===== src/rtl/udpf_pkg.sv =====
`timescale 1ns / 1ps
// Shared types and constants of the UDP/IPv4 receive filter.
package udpf_pkg;

    // Default frame length limit; the byte offset counter saturates one below it.
    localparam int MAX_FRAME_BYTES_DEF = 2048;

    // Configuration register indexes.
    localparam logic [1:0] CFG_LOCAL_MAC  = 2'd0;
    localparam logic [1:0] CFG_LOCAL_IP   = 2'd1;
    localparam logic [1:0] CFG_LOCAL_PORT = 2'd2;

    // Configuration reset values.
    localparam logic [47:0] LOCAL_MAC_RST  = 48'h0200_0000_0001;
    localparam logic [31:0] LOCAL_IP_RST   = 32'h0A0A_0A0A;
    localparam logic [15:0] LOCAL_PORT_RST = 16'h0001;

    // Header byte offsets in the frame.
    localparam int POS_MAC_LAST   = 5;
    localparam int POS_ETYPE_HI   = 12;
    localparam int POS_ETYPE_LO   = 13;
    localparam int POS_VER_IHL    = 14;
    localparam int POS_IPLEN_HI   = 16;
    localparam int POS_IPLEN_LO   = 17;
    localparam int POS_PROTO      = 23;
    localparam int POS_SRCIP_FST  = 26;
    localparam int POS_SRCIP_LST  = 29;
    localparam int POS_DSTIP_FST  = 30;
    localparam int POS_DSTIP_LST  = 33;
    localparam int POS_SPORT_HI   = 34;
    localparam int POS_SPORT_LO   = 35;
    localparam int POS_DPORT_HI   = 36;
    localparam int POS_DPORT_LO   = 37;
    localparam int POS_ULEN_HI    = 38;
    localparam int POS_ULEN_LO    = 39;
    localparam int POS_HDR_LAST   = 41;

    // Header field values.
    localparam logic [7:0]  BCAST_BYTE    = 8'hFF;
    localparam logic [7:0]  ETYPE_IPV4_HI = 8'h08;
    localparam logic [7:0]  ETYPE_IPV4_LO = 8'h00;
    localparam logic [7:0]  VER_IHL_IPV4  = 8'h45;
    localparam logic [7:0]  PROTO_UDP     = 8'd17;
    localparam logic [15:0] IP_LEN_MIN    = 16'd28;
    localparam logic [15:0] UDP_HDR_LEN   = 16'd8;

    // One result beat.
    typedef struct packed {
        logic [7:0]  payload_byte;
        logic        byte_present;
        logic [31:0] sender_ip;
        logic [15:0] sender_port;
        logic [15:0] payload_length;
        logic        final_byte;
        logic        truncated;
    } t_result;

endpackage


===== src/rtl/udp_ipv4_receive_filter.sv =====
`timescale 1ns / 1ps
// Top level: Ethernet/IPv4/UDP receive filter with payload extraction.
//
//  Channel  | Direction | Handshake                  | Beat
//  ---------+-----------+----------------------------+-------------------------------------
//  in       | in        | i_in_valid / o_in_stall    | one frame byte plus end-of-frame flag
//  out      | out       | o_out_valid / i_out_stall  | one payload byte with datagram info
//  cfg      | in        | i_cfg_valid / o_cfg_ready  | register index plus write data
//
// One frame byte is taken per cycle while o_in_stall is low; its header check,
// field capture and payload decision are done in the same cycle and the result
// lands in the output register, or in the skid register while the output is stalled.
// A two-entry output (output register plus skid register) absorbs a stall;
// o_in_stall is raised only while the skid register holds a beat.
// Reset (i_rst_n low, synchronous) restores the configuration defaults and
// empties the frame state and the output stage; no clearing pass is needed.
module udp_ipv4_receive_filter #(
    parameter int MAX_FRAME_BYTES = udpf_pkg::MAX_FRAME_BYTES_DEF
) (
    input  logic        i_clk,
    input  logic        i_rst_n,
    // frame byte stream
    input  logic        i_in_valid,
    output logic        o_in_stall,
    input  logic [7:0]  i_frame_byte,
    input  logic        i_frame_end,
    // payload result stream
    output logic        o_out_valid,
    input  logic        i_out_stall,
    output logic [7:0]  o_payload_byte,
    output logic        o_byte_present,
    output logic [31:0] o_sender_ip,
    output logic [15:0] o_sender_port,
    output logic [15:0] o_payload_length,
    output logic        o_final_byte,
    output logic        o_truncated,
    // configuration writes
    input  logic        i_cfg_valid,
    output logic        o_cfg_ready,
    input  logic [1:0]  i_cfg_index,
    input  logic [47:0] i_cfg_data
);
    import udpf_pkg::*;

    localparam int POS_W = $clog2(MAX_FRAME_BYTES);
    localparam logic [POS_W-1:0] POS_SAT = POS_W'(MAX_FRAME_BYTES - 1);

    // configuration
    logic [47:0] r_local_mac;
    logic [31:0] r_local_ip;
    logic [15:0] r_local_port;

    // frame state
    logic [POS_W-1:0] r_pos,       n_pos;
    logic             r_rejected,  n_rejected;
    logic             r_mac_mm,    n_mac_mm;
    logic             r_bcast,     n_bcast;
    logic [31:0]      r_src_ip,    n_src_ip;
    logic [15:0]      r_sport,     n_sport;
    logic [7:0]       r_iplen_hi,  n_iplen_hi;
    logic [7:0]       r_ulen_hi,   n_ulen_hi;
    logic [15:0]      r_pay_len,   n_pay_len;
    logic [15:0]      r_left,      n_left;
    logic             r_finished,  n_finished;

    // output stage
    logic    r_out_valid;
    logic    r_skid_valid;
    t_result r_out;
    t_result r_skid;

    logic    in_fire;
    logic    out_fire;
    logic    emit;
    t_result res;
    logic [7:0]  mac_byte;
    logic [7:0]  ip_byte;
    logic [1:0]  ip_sel;
    logic [15:0] ulen;
    logic [15:0] iplen;

    assign o_cfg_ready = 1'b1;
    assign o_in_stall  = r_skid_valid;
    assign in_fire     = i_in_valid && !r_skid_valid;
    assign out_fire    = r_out_valid && !i_out_stall;

    // Configuration registers: take each write at once.
    always_ff @(posedge i_clk) begin
        if (!i_rst_n) begin
            r_local_mac  <= LOCAL_MAC_RST;
            r_local_ip   <= LOCAL_IP_RST;
            r_local_port <= LOCAL_PORT_RST;
        end else if (i_cfg_valid) begin
            unique case (i_cfg_index)
                CFG_LOCAL_MAC:  r_local_mac  <= i_cfg_data;
                CFG_LOCAL_IP:   r_local_ip   <= i_cfg_data[31:0];
                CFG_LOCAL_PORT: r_local_port <= i_cfg_data[15:0];
                default: ;  // unmapped index: ignore the write
            endcase
        end
    end

    // Expected destination MAC byte for offsets 0..5.
    always_comb begin
        unique case (r_pos[2:0])
            3'd0:    mac_byte = r_local_mac[47:40];
            3'd1:    mac_byte = r_local_mac[39:32];
            3'd2:    mac_byte = r_local_mac[31:24];
            3'd3:    mac_byte = r_local_mac[23:16];
            3'd4:    mac_byte = r_local_mac[15:8];
            3'd5:    mac_byte = r_local_mac[7:0];
            default: mac_byte = 8'h00;
        endcase
    end

    // Expected destination IP byte for offsets 30..33 (low bits 2,3,0,1).
    assign ip_sel = r_pos[1:0] + 2'd2;
    always_comb begin
        unique case (ip_sel)
            2'd0:    ip_byte = r_local_ip[31:24];
            2'd1:    ip_byte = r_local_ip[23:16];
            2'd2:    ip_byte = r_local_ip[15:8];
            default: ip_byte = r_local_ip[7:0];
        endcase
    end

    assign ulen  = {r_ulen_hi, i_frame_byte};
    assign iplen = {r_iplen_hi, i_frame_byte};

    // Per-byte header check, field capture and payload decision.
    always_comb begin
        n_pos      = r_pos;
        n_rejected = r_rejected;
        n_mac_mm   = r_mac_mm;
        n_bcast    = r_bcast;
        n_src_ip   = r_src_ip;
        n_sport    = r_sport;
        n_iplen_hi = r_iplen_hi;
        n_ulen_hi  = r_ulen_hi;
        n_pay_len  = r_pay_len;
        n_left     = r_left;
        n_finished = r_finished;
        emit       = 1'b0;

        res.payload_byte   = 8'h00;
        res.byte_present   = 1'b0;
        res.sender_ip      = r_src_ip;
        res.sender_port    = r_sport;
        res.payload_length = r_pay_len;
        res.final_byte     = 1'b0;
        res.truncated      = 1'b0;

        priority if (r_pos <= POS_W'(POS_MAC_LAST)) begin
            if (r_pos == '0 && i_frame_byte == BCAST_BYTE) begin
                n_bcast = 1'b1;
            end
            if (i_frame_byte != mac_byte) begin
                n_mac_mm = 1'b1;
            end
            // broadcast flag is already registered by the last MAC byte
            if (r_pos == POS_W'(POS_MAC_LAST) && n_mac_mm && !r_bcast) begin
                n_rejected = 1'b1;
            end
        end else if (r_pos == POS_W'(POS_ETYPE_HI)) begin
            if (i_frame_byte != ETYPE_IPV4_HI) n_rejected = 1'b1;
        end else if (r_pos == POS_W'(POS_ETYPE_LO)) begin
            if (i_frame_byte != ETYPE_IPV4_LO) n_rejected = 1'b1;
        end else if (r_pos == POS_W'(POS_VER_IHL)) begin
            if (i_frame_byte != VER_IHL_IPV4) n_rejected = 1'b1;
        end else if (r_pos == POS_W'(POS_IPLEN_HI)) begin
            n_iplen_hi = i_frame_byte;
        end else if (r_pos == POS_W'(POS_IPLEN_LO)) begin
            if (iplen < IP_LEN_MIN) n_rejected = 1'b1;
        end else if (r_pos == POS_W'(POS_PROTO)) begin
            if (i_frame_byte != PROTO_UDP) n_rejected = 1'b1;
        end else if (r_pos >= POS_W'(POS_SRCIP_FST) && r_pos <= POS_W'(POS_SRCIP_LST)) begin
            n_src_ip = {r_src_ip[23:0], i_frame_byte};
        end else if (r_pos >= POS_W'(POS_DSTIP_FST) && r_pos <= POS_W'(POS_DSTIP_LST)) begin
            if (i_frame_byte != ip_byte) n_rejected = 1'b1;
        end else if (r_pos == POS_W'(POS_SPORT_HI) || r_pos == POS_W'(POS_SPORT_LO)) begin
            n_sport = {r_sport[7:0], i_frame_byte};
        end else if (r_pos == POS_W'(POS_DPORT_HI)) begin
            if (i_frame_byte != r_local_port[15:8]) n_rejected = 1'b1;
        end else if (r_pos == POS_W'(POS_DPORT_LO)) begin
            if (i_frame_byte != r_local_port[7:0]) n_rejected = 1'b1;
        end else if (r_pos == POS_W'(POS_ULEN_HI)) begin
            n_ulen_hi = i_frame_byte;
        end else if (r_pos == POS_W'(POS_ULEN_LO)) begin
            // payload length is latched even when the datagram is rejected
            n_pay_len = ulen - UDP_HDR_LEN;
            if (ulen < UDP_HDR_LEN) begin
                n_rejected = 1'b1;
            end else begin
                n_left = ulen - UDP_HDR_LEN;
            end
        end else if (r_pos == POS_W'(POS_HDR_LAST)) begin
            // last header byte: empty datagram, or header-only truncated frame
            if (!r_rejected && (r_left == '0 || i_frame_end)) begin
                emit           = 1'b1;
                res.final_byte = 1'b1;
                res.truncated  = (r_left != '0);
                n_finished     = 1'b1;
            end
        end else if (r_pos > POS_W'(POS_HDR_LAST)) begin
            if (!r_rejected && !r_finished && r_left != '0) begin
                n_left           = r_left - 16'd1;
                emit             = 1'b1;
                res.payload_byte = i_frame_byte;
                res.byte_present = 1'b1;
                res.final_byte   = (n_left == '0) || i_frame_end;
                res.truncated    = i_frame_end && (n_left != '0);
                n_finished       = res.final_byte;
            end
        end else begin
            // skipped header bytes
        end

        if (i_frame_end) begin
            n_pos      = '0;
            n_rejected = 1'b0;
            n_mac_mm   = 1'b0;
            n_bcast    = 1'b0;
            n_left     = '0;
            n_finished = 1'b0;
        end else if (r_pos < POS_SAT) begin
            n_pos = r_pos + POS_W'(1);
        end
    end

    // Frame state: advance only on an accepted beat.
    always_ff @(posedge i_clk) begin
        if (!i_rst_n) begin
            r_pos      <= '0;
            r_rejected <= 1'b0;
            r_mac_mm   <= 1'b0;
            r_bcast    <= 1'b0;
            r_left     <= '0;
            r_finished <= 1'b0;
        end else if (in_fire) begin
            r_pos      <= n_pos;
            r_rejected <= n_rejected;
            r_mac_mm   <= n_mac_mm;
            r_bcast    <= n_bcast;
            r_left     <= n_left;
            r_finished <= n_finished;
        end
    end

    // Captured header fields: every emitted result follows their capture.
    always_ff @(posedge i_clk) begin
        if (in_fire) begin
            r_src_ip   <= n_src_ip;
            r_sport    <= n_sport;
            r_iplen_hi <= n_iplen_hi;
            r_ulen_hi  <= n_ulen_hi;
            r_pay_len  <= n_pay_len;
        end
    end

    // Output register plus skid register.
    always_ff @(posedge i_clk) begin
        if (!i_rst_n) begin
            r_out_valid  <= 1'b0;
            r_skid_valid <= 1'b0;
        end else if (!r_out_valid || out_fire) begin
            if (r_skid_valid) begin
                r_out_valid  <= 1'b1;
                r_skid_valid <= 1'b0;
            end else begin
                r_out_valid  <= in_fire && emit;
            end
        end else if (in_fire && emit) begin
            r_skid_valid <= 1'b1;
        end
    end

    always_ff @(posedge i_clk) begin
        if (!r_out_valid || out_fire) begin
            if (r_skid_valid) begin
                r_out <= r_skid;
            end else if (in_fire && emit) begin
                r_out <= res;
            end
        end else if (in_fire && emit) begin
            r_skid <= res;
        end
    end

    assign o_out_valid      = r_out_valid;
    assign o_payload_byte   = r_out.payload_byte;
    assign o_byte_present   = r_out.byte_present;
    assign o_sender_ip      = r_out.sender_ip;
    assign o_sender_port    = r_out.sender_port;
    assign o_payload_length = r_out.payload_length;
    assign o_final_byte     = r_out.final_byte;
    assign o_truncated      = r_out.truncated;

endmodule


===== config.mk =====
export PLATFORM = sky130hd
export DESIGN_NAME = udp_ipv4_receive_filter
export DESIGN_NICKNAME = d
export VERILOG_FILES = /design/src/rtl/udpf_pkg.sv /design/src/rtl/udp_ipv4_receive_filter.sv
export SDC_FILE = /design/constraint.sdc
export NUM_CORES = 1
export LEC_CHECK = 0
export BUFFER_PORTS_ARGS = -buffer_cell sky130_fd_sc_hd__buf_2
export CORE_MARGIN = 5
export CORE_UTILIZATION = 54
export CTS_CLUSTER_SIZE = 10
export DETAILED_ROUTE_END_ITERATION = 6
export PLACE_DENSITY = 0.76
export SYNTH_ARGS = -nofsm -noshare
export SYNTH_HDL_FRONTEND = slang
export SYNTH_SLANG_ARGS = --single-unit

===== constraint.sdc =====
create_clock -name i_clk -period 9.3 [get_ports i_clk]
set_clock_uncertainty 0.05 [all_clocks]
set_input_delay 2.79 -clock i_clk [delete_from_list [all_inputs] [get_ports i_clk]]
set_output_delay 2.79 -clock i_clk [all_outputs]
set_load 0.05 [all_outputs]

-- Word level (Yosys, flattened, before mapping)
Cells that the tools add are included.
- equal/unequal tests: 61
- add/sub/neg operators: 4
- muxes and demuxes: 130
- bitwise gates (word level): 15
- reductions and logical operators: 58
- order comparisons: 9
- operators by type and width (kind ; count):
    $mux 16 ; 19
    $mux 9 ; 17
    $mux 75 ; 2
    $eq 11x6->1 const B ; 7
    $mux 1 ; 70
    $pmux 8 s6 ; 1
    $mux 2 ; 18
    $reduce_and 18->1 ; 2
    $eq 11x4->1 const B ; 3
    $eq 11x5->1 const B ; 3
    $logic_not 16->1 ; 2
    $ne 8x8->1 ; 4
    $reduce_bool 16->1 ; 2
    $ne 2x2->1 const B ; 14
    $pmux 8 s3 ; 1
    $ge 11x5->1 const B ; 2
    $mux 11 ; 2
    $reduce_bool 11->1 ; 2
    $lt 16x4->1 const B ; 1
    $lt 16x5->1 const B ; 1
    $ne 8x7->1 const B ; 2
    $reduce_and 16->1 ; 1
    $sub 16x1->16 const B ; 1
    $sub 16x4->16 const B ; 1
    47 further kinds ; 99
- bits of input ports: 64
- word-level logic and storage cells: 307
- bits in registers: 359
- output and inout bits: 78

-- Longest topological paths before layout
Gate-level depths: netlist of the first run.
- word-level depth: 23
- gate-level depth with buffers: 13
- mapped depth without buffers: 9

-- Least setup slack after synthesis of the first run
Ideal clock, no wire load.
- path type: input-to-reg
- from: input i_frame_end
- to: register r_out, in the netlist o_byte_present (enable)
- cell stages on the path: 5
- data arrival time: 7432 ps
- library setup time: 533 ps
- data required time: 8717 ps
- slack: 1285 ps
- path buffers: 1
- cells stage by stage: clkbuf_1 -> o31ai_1 -> a2111oi_2 -> a21oi_1 -> a21oi_1
- cells in the longest elaborated chain, start to end: 21
- RTL lines (item ; line ; text):
    from (decl) ; udp_ipv4_receive_filter.sv:26 ; input logic i_frame_end,
    $logic_or 1x1->1 ; udp_ipv4_receive_filter.sv:198 ; if (!r_rejected && (r_left == '0 || i_frame_end)) begin
    $logic_and 1x1->1 ; udp_ipv4_receive_filter.sv:198 ;
    $mux 1 ; udp_ipv4_receive_filter.sv:198 ;
    $mux 1 ; udp_ipv4_receive_filter.sv:196 ; end else if (r_pos == POS_W'(POS_HDR_LAST)) begin
    $mux 1 ; udp_ipv4_receive_filter.sv:188 ; end else if (r_pos == POS_W'(POS_ULEN_LO)) begin
    $mux 1 ; udp_ipv4_receive_filter.sv:186 ; end else if (r_pos == POS_W'(POS_ULEN_HI)) begin
    $mux 1 ; udp_ipv4_receive_filter.sv:184 ; end else if (r_pos == POS_W'(POS_DPORT_LO)) begin
    $mux 1 ; udp_ipv4_receive_filter.sv:182 ; end else if (r_pos == POS_W'(POS_DPORT_HI)) begin
    (+5 left out) ; n/a ;
    $mux 1 ; udp_ipv4_receive_filter.sv:170 ; end else if (r_pos == POS_W'(POS_IPLEN_HI)) begin
    $mux 1 ; udp_ipv4_receive_filter.sv:168 ; end else if (r_pos == POS_W'(POS_VER_IHL)) begin
    $mux 1 ; udp_ipv4_receive_filter.sv:166 ; end else if (r_pos == POS_W'(POS_ETYPE_LO)) begin
    $mux 1 ; udp_ipv4_receive_filter.sv:164 ; end else if (r_pos == POS_W'(POS_ETYPE_HI)) begin
    $mux 1 ; udp_ipv4_receive_filter.sv:153 ; priority if (r_pos <= POS_W'(POS_MAC_LAST)) begin
    $logic_and 1x1->1 ; udp_ipv4_receive_filter.sv:281 ; end else if (in_fire && emit) begin
    $reduce_bool 2->1 (no line) ; n/a ;
    $reduce_and 2->1 (no line) ; n/a ;
    to (signal assigned) ; udp_ipv4_receive_filter.sv:280 ; r_out <= r_skid;
    to (signal assigned) ; udp_ipv4_receive_filter.sv:282 ; r_out <= res;
    to (decl) ; udp_ipv4_receive_filter.sv:69 ; t_result r_out;
No other way between the ends.
A chain may end at the register's enable or synchronous reset.

-- Worst setup path after layout of the first run
- from: input i_frame_byte[7]
- to: register r_left[4]
- cells in the longest elaborated chain, start to end: 3
- RTL lines (item ; line ; text):
    from (decl) ; udp_ipv4_receive_filter.sv:25 ; input logic [7:0] i_frame_byte,
    $lt 16x4->1 ; udp_ipv4_receive_filter.sv:191 ; if (ulen < UDP_HDR_LEN) begin
    $ne 3x3->1 (no line) ; n/a ;
    $reduce_and 18->1 (no line) ; n/a ;
    to (signal assigned) ; udp_ipv4_receive_filter.sv:244 ; r_left <= n_left;
    to (decl) ; udp_ipv4_receive_filter.sv:63 ; logic [15:0] r_left, n_left;
No other way between the ends.

==> results.json, run 1 <==
{
  "antenna_found_initial": 0,
  "fmax_mhz": 199.9,
  "fin_crit_ps": 5002,
  "grt_pass1_vias": 9812,
  "die_width_um": 177.2,
  "antenna_cells": 0,
  "synthAdderAreaFrac": 0.007464,
  "synthSimpleGateAreaFrac": 0.1331,
  "irDropWorstVdd_mv": 0.1115,
  "hpwl_um": 22420,
  "slew_headroom": 0.1437,
  "area_growth_syn_to_layout_pct": 14.60,
  "synth_mux_area_frac": 0.06469,
  "cts_root_buffer": "clkbuf_16",
  "slew_viol_final": 0,
  "synth_xor_area_frac": 0.02728,
  "die_h_um": 177.2,
  "synthFlopType": "edfxtp_1",
  "synth_compound_area_frac": 0.1118,
  "cts.reportedPaths.clkPinSlew_ps": 50,
  "fin_setup_tns_ps": 0,
  "leakage_uw": 0.006075,
  "gp_congestion": 0.8986,
  "first_pass_iters": 7,
  "die-area_mm2": 0.03138,
  "holdBufCountCts": 0,
  "drc": 0,
  "post-route-util": 0.6240,
  "initial_core_util": 0.5446,
  "async_reset_ff_frac": 0,
  "crit_type": "in2reg",
  "final_common_cell": "edfxtp_1",
  "cp.required_ps": 9680,
  "ys_seq_area_frac": 0.6290,
  "core_region_area_mm2": 0.02771,
  "io_pins": 142,
  "rsz0062_at_grt": "no",
  "synth_edf_count": 230,
  "synth_top_family_by_area": "simple AND/OR/NAND/NOR gates",
  "route.antenna.remaining_nets": 0,
  "final.fill_count": 2133,
  "rows": 61,
  "status": "finished clean",
  "netlist_area_mm2": 0.01509,
  "cts_max_path_buffers": 3,
  "hold_viol": 0,
  "synth_nets": 1327,
  "vias": 10220,
  "syn_inst": 1254,
  "seqCellArea_mm2": 0.009493,
  "nets": 1442,
  "port_buffers": 140,
  "track_usage": 0.2150,
  "finalCritPeriodShare": 0.5379,
  "cp-end-kind": "register",
  "setup_viol": 0,
  "clock-sinks": 359,
  "hold_class": "reg2reg",
  "multi_input_area_mm2": 0.005241,
  "max_cap_violations": 0,
  "cp.arrival_ps": 5380,
  "synth_warnings": 0,
  "post_cts.repair.setup_buffers": 0,
  "ys_ff_latch": 359,
  "ctsResizeCount": 0,
  "overflow": 0,
  "drt_wl_total_um": 34160,
  "htreeDepth": 2,
  "drt-initial-drc-count": 960,
  "grt_pass1_wl_um": 53630,
  "layout_common_cells": "edfxtp_1 (230), nand2_1 (225), buf_2 (140)",
  "start_kind": "primary input",
  "viasPerCell": 5.788,
  "drive_above_1_share": 0.2185,
  "cts_buffers": 42,
  "syn_avg_cell_area_um2": 12.03,
  "grt_max_degree": 106,
  "cts_tree": "yes",
  "clock_latency_ps": 540,
  "worst-path-max-fanout": 13,
  "tightest_slew_ps": 1281,
  "yosysUniqueCellTypes": 77,
  "drt-wirelength-per-cell_um": 19.35,
  "p_per_area_mw_per_mm2": 189.7
}
metrics by stage:
stage	std cells	hold WS [ps]	setup WS, ps	cell area, um2	total power [uW]
after global placement	1703	381.6	3942	16090	1869
after floorplan	1254	372.2	1285	15090	1820
after detailed placement	1703	383.2	3754	16090	1872
after CTS	1765	395.3	4296	17290	3305
after global routing	1765	416.0	4105	17290	3394
final	1765	396.0	4298	17290	3280
path summary, 6_finish.rpt:
| kind | startpoint | endpoint | slack, ps | cells after the start |
|---|---|---|---|---|
| setup / recovery | i_frame_byte[7] | r_left[4] | 4300 | 8 |
| hold / removal | r_sport[15] | r_skid[33] | 400 | 0 |
| setup reg to reg | r_pos[1] | o_payload_byte[2] | 4990 | 11 |
| hold reg to reg | r_sport[15] | r_skid[33] | 400 | 0 |
power by group:
part | switching, uW | total [uW] | internal [uW] | leakage (uW)
sequential | 10.1 | 1710 | 1700 | 0.00313
combinational | 88.0 | 136 | 48.1 | 0.00238
clock | 594 | 1440 | 844 | 0.000575
total | 692 | 3280 | 2590 | 0.00608
cells by family (layout without fill, tap and decap cells):
family / after synthesis / after routing
xor gates and xnor gates: 47 / 47
adders and majority gates: 9 / 9
AOI/OAI and AO/OA: 228 / 228
muxes: 88 / 88
other: 1 / 1
DFF: 359 / 359
buffers and inverters: 104 / 237
and+or+nand+nor: 418 / 418
critical path, cell delays in order:
cell	delay, ps
buf_2	220
nor3_1	500
nand3_1	310
or4_4	590
a21o_1	240
nand2_1	390
o22ai_1	170
a21o_1	160
registers in the layout, summed over array words and instances (netlist names), 8 cells and up:
register,flops
o_payload_length,16
r_iplen_hi,8
r_sport,16
r_pay_len,16
r_pos,11
o_payload_byte,8
r_local_mac,48
r_skid,75
r_left,16
r_local_port,16
o_sender_port,16
r_src_ip,32
r_ulen_hi,8
r_local_ip,32
o_sender_ip,32
area by class of cell:
| class | count | area share |
|---|---|---|
| Clock buffer | 59 | 0.06564 |
| Clock inverter | 3 | 0.003618 |
| Inverter | 21 | 0.004559 |
| Multi-Input combinational cell | 791 | 0.3032 |
| Sequential cell | 359 | 0.5491 |
| Tap cell | 378 | 0.02736 |
| Timing Repair Buffer | 154 | 0.04661 |
routing by layer:
metal,vias up,track usage,part of all wire
met2,393,0.3475,0.48
met5,-,0,0
met1,4953,0.3049,0.43
met3,51,0.03653,0.070
li1,4819,-,-
met4,0,0.05609,0.020
Yosys cell counts (4+ instances only):
cell / count / share of area
buf_1: 6 / 0.0015
nor4_1: 16 / 0.0066
or3_1: 12 / 0.0050
dfxtp_1: 129 / 0.17
nand2b_1: 7 / 0.0029
xnor2_1: 33 / 0.019
a31oi_1: 6 / 0.0025
nor2b_1: 5 / 0.0021
a21oi_1: 23 / 0.0076
o2bb2ai_1: 7 / 0.0041
nor3b_1: 5 / 0.0025
nand2_1: 225 / 0.056
mux2i_1: 12 / 0.0080
or4_1: 8 / 0.0040
nand3_1: 30 / 0.010
nor3_1: 21 / 0.0070
o21ai_0: 29 / 0.0096
a21boi_0: 89 / 0.044
buf_2: 4 / 0.0013
and3b_1: 5 / 0.0029
o211ai_1: 5 / 0.0025
a21o_1: 4 / 0.0020
and2_1: 11 / 0.0046
edfxtp_1: 230 / 0.46
inv_1: 20 / 0.0050
xor2_1: 14 / 0.0081
ha_1: 9 / 0.0075
a22oi_1: 5 / 0.0025
mux2_2: 76 / 0.057
nand4_1: 11 / 0.0046
a222oi_1: 16 / 0.011
clkbuf_1: 72 / 0.018
nor2_1: 37 / 0.0092
o21a_1: 4 / 0.0020
(Power assumes the default switching activity.)
==> run 2, diff against run 1 <==
- ABC_AREA: default -> 1
- clock period: 9.3 -> 5.1 ns (I/O delays scaled with it)
==> results.json, run 2 <==
{
  "status": "finished clean",
  "cts_tree": "yes",
  "setup_viol": 0,
  "grt_max_degree": 91,
  "final.fill_count": 2320,
  "cp_slowest_stage_delay_ps": 810,
  "grt_pass1_vias": 11380,
  "r2r_slack_ps": 1520,
  "cp.arrival_ps": 3740,
  "finalCritPeriodShare": 0.7028,
  "grt_pass1_wl_um": 59580,
  "synthAdderAreaFrac": 0.007323,
  "holdBufCountCts": 0,
  "hold_end": "r_skid[9]",
  "die_h_um": 178.8,
  "rsz0062_at_grt": "no",
  "synth_nets": 1750,
  "placed_cells": 2136,
  "cts_max_path_buffers": 3,
  "max_cap_violations": 0,
  "hold_depth": 0,
  "cp_common_cell": "nor2_4",
  "start_kind": "register",
  "nets": 1875,
  "fmax_mhz": 279.0,
  "viasPerCell": 5.369,
  "worst-path-buf-inv": 2,
  "core_region_area_mm2": 0.02793,
  "ys_ff_latch": 359,
  "cp.required_ps": 5260,
  "yosysUniqueCellTypes": 50,
  "async_reset_ff_frac": 0,
  "die-area_mm2": 0.03195,
  "die_width_um": 178.8,
  "hold_class": "reg2reg",
  "drt-wirelength-per-cell_um": 16.82,
  "drt-initial-drc-count": 1079,
  "p_int_uw": 4845,
  "route.antenna.remaining_nets": 0,
  "initial_core_util": 0.5505,
  "multi_input_area_mm2": 0.005202,
  "rr_startpoint": "r_pos[2]",
  "area_growth_syn_to_layout_pct": 14.77,
  "post_cts.repair.setup_buffers": 0,
  "synth_xor_area_frac": 0.01766,
  "seqPwrFrac": 0.499,
  "synth_top_area_frac": 0.4491,
  "yosysMostFrequentCell": "nand2_1",
  "synth_warnings": 0,
  "fin_cells": 2210,
  "worstReg2RegEnd": "r_skid[36]",
  "irDropWorstVdd_mv": 0.2740,
  "synthFlopType": "edfxtp_1",
  "tightest_slew_ps": 983.0,
  "fin_crit_ps": 3584,
  "synth_mux_area_frac": 0,
  "synth_top_area_cell": "edfxtp_1",
  "drt_wl_total_um": 37170,
  "largest_register": "r_skid",
  "ys_top_cells_by_count": "nand2_1 (510), nor2_1 (246), edfxtp_1 (230), dfxtp_1 (129), o21ai_0 (119)",
  "synth_top_family_by_area": "simple AND/OR/NAND/NOR gates",
  "hold_viol": 0,
  "synth.area.top_cells": "edfxtp_1 (45%), dfxtp_1 (17%), nand2_1 (12%)",
  "hpwl_um": 25270,
  "io_pins": 142,
  "cts_root_buffer": "clkbuf_16",
  "antenna_found_initial": 1,
  "clock_latency_ps": 550,
  "cts_buffers": 42,
  "port_buffers": 140,
  "syn_inst": 1677,
  "crit_chain": "inv_2 -> nand2_1 -> o21ai_0 -> o211ai_2 -> nand2_2 -> nor2_4 -> o21ai_2 -> or2_1 -> nor2_4 -> buf_4",
  "synth_edf_count": 230,
  "slew_viol_final": 0,
  "worstRegToRegCells": 10,
  "whs_ps": 399.2,
  "hp-start": "r_pay_len[7]",
  "first_pass_iters": 5,
  "cts.reportedPaths.clkPinSlew_ps": 60,
  "track_usage": 0.2346,
  "synth_compound_area_frac": 0.06802,
  "fin_setup_tns_ps": 0,
  "layout_common_cells": "nand2_1 (510), nor2_1 (244), edfxtp_1 (230)",
  "gp_congestion": 0.9430,
  "clock-sinks": 359,
  "slew_headroom": 0.3447,
  "net-switching-power_uw": 1456,
  "largest_reg_flops": 75,
  "slowest_stage": "dfxtp_1",
  "synthSimpleGateAreaFrac": 0.2421,
  "largestRegisters": "r_skid: 75 flops, r_local_mac: 48 flops",
  "p_per_area_mw_per_mm2": 357.1,
  "cp_top_family": "simple AND/OR/NAND/NOR gates",
  "ys_seq_area_frac": 0.6171,
  "drc": 0,
  "antenna_cells": 0,
  "drive_above_1_share": 0.1337,
  "swShare": 0.2311,
  "netlist_area_mm2": 0.01538,
  "htreeDepth": 2,
  "seqCellArea_mm2": 0.009490,
  "ctsResizeCount": 0,
  "syn_avg_cell_area_um2": 9.169,
  "vias": 11870,
  "cp-end-kind": "register",
  "rows": 61,
  "worst-path-max-fanout": 27,
  "final_common_cell": "nand2_1",
  "power.share.combinational": 0.069,
  "overflow": 0,
  "crit_type": "reg2reg",
  "leakage_uw": 0.007461,
  "clkPwrFrac": 0.431
}
## run 2: cell types whose count changed in the layout (fill, tap and decap cells not counted), moves of 76 or more
cell	delta
nor2_1	+207
mux2_2	-76
a21boi_0	-88
nand2_1	+285
o21ai_0	+90
inv_1	+77
## run 2: worst max-delay path by stage
| stage | from | end | slack [ps] | cells past startpoint |
|---|---|---|---|---|
| after floorplan | i_frame_end | o_byte_present | 100 | 6 |
| after global placement | i_frame_end | r_skid[60] | 1270 | 7 |
| after detailed placement | i_frame_end | r_skid[60] | 1230 | 7 |
| after CTS | r_pos[2] | r_skid[58] | 1540 | 10 |
| after global routing | r_pos[2] | r_skid[32] | 1200 | 10 |
| final | r_pos[2] | r_skid[36] | 1520 | 10 |
## run 2: cells by family (layout without fill, tap and decap cells)
group                    after synthesis  after routing
AO/OA/AOI/OAI                        191            191
other                                  1              1
XOR/XNOR                              31             31
AND/OR/NAND/NOR                      903            903
flip-flops                           359            359
buffers and inverters                183            338
adder cells (fa/ha/maj)                9              9
## run 2: worst register-to-register path, stage by stage, from the launching register on
cell and delay (ps):
dfxtp_1 810, inv_2 330, nand2_1 210, o21ai_0 110, o211ai_2 100, nand2_2 110, nor2_4 150, o21ai_2 100
or2_1 310, nor2_4 530, buf_4 460
## run 2: layout make-up
class,count,area share
multi-input cells,1135,0.2948
clock buffers,71,0.06742
repair buffers,152,0.04552
clock inverters,3,0.003758
flip-flops and latches,359,0.5378
inverters,112,0.02396
well taps,378,0.02680
## run 2: layer usage
layer | up-vias | wire [um] | GRT usage
met5 | - | 7 | 0
met4 | 2 | 1251 | 0.08123
met3 | 83 | 3002 | 0.03859
met2 | 531 | 17330 | 0.3845
met1 | 5478 | 15580 | 0.3197
li1 | 5772 | - | -
## run 2: through the flow
step	total power (uW)	setup slack, ps	util	cell area (um2)
2_1_floorplan	3495	102.3	-	15380
3_3_place_gp	3624	1265	0.5868	16390
3_5_place_dp	3631	1232	0.5868	16390
4_1_cts	6343	1539	0.6318	17650
5_1_grt	6549	1204	0.6318	17650
6_report	6302	1516	0.6318	17650
## run 2: power groups by stage
stage / registers, uW / clock network (uW) / logic (uW)
final: 3150 / 2720 / 436
after global routing: 3150 / 2910 / 489
after CTS: 3150 / 2770 / 430
after detailed placement: 3210 / 0 / 426
after global placement: 3200 / 0 / 420
after floorplan: 3190 / 0 / 300
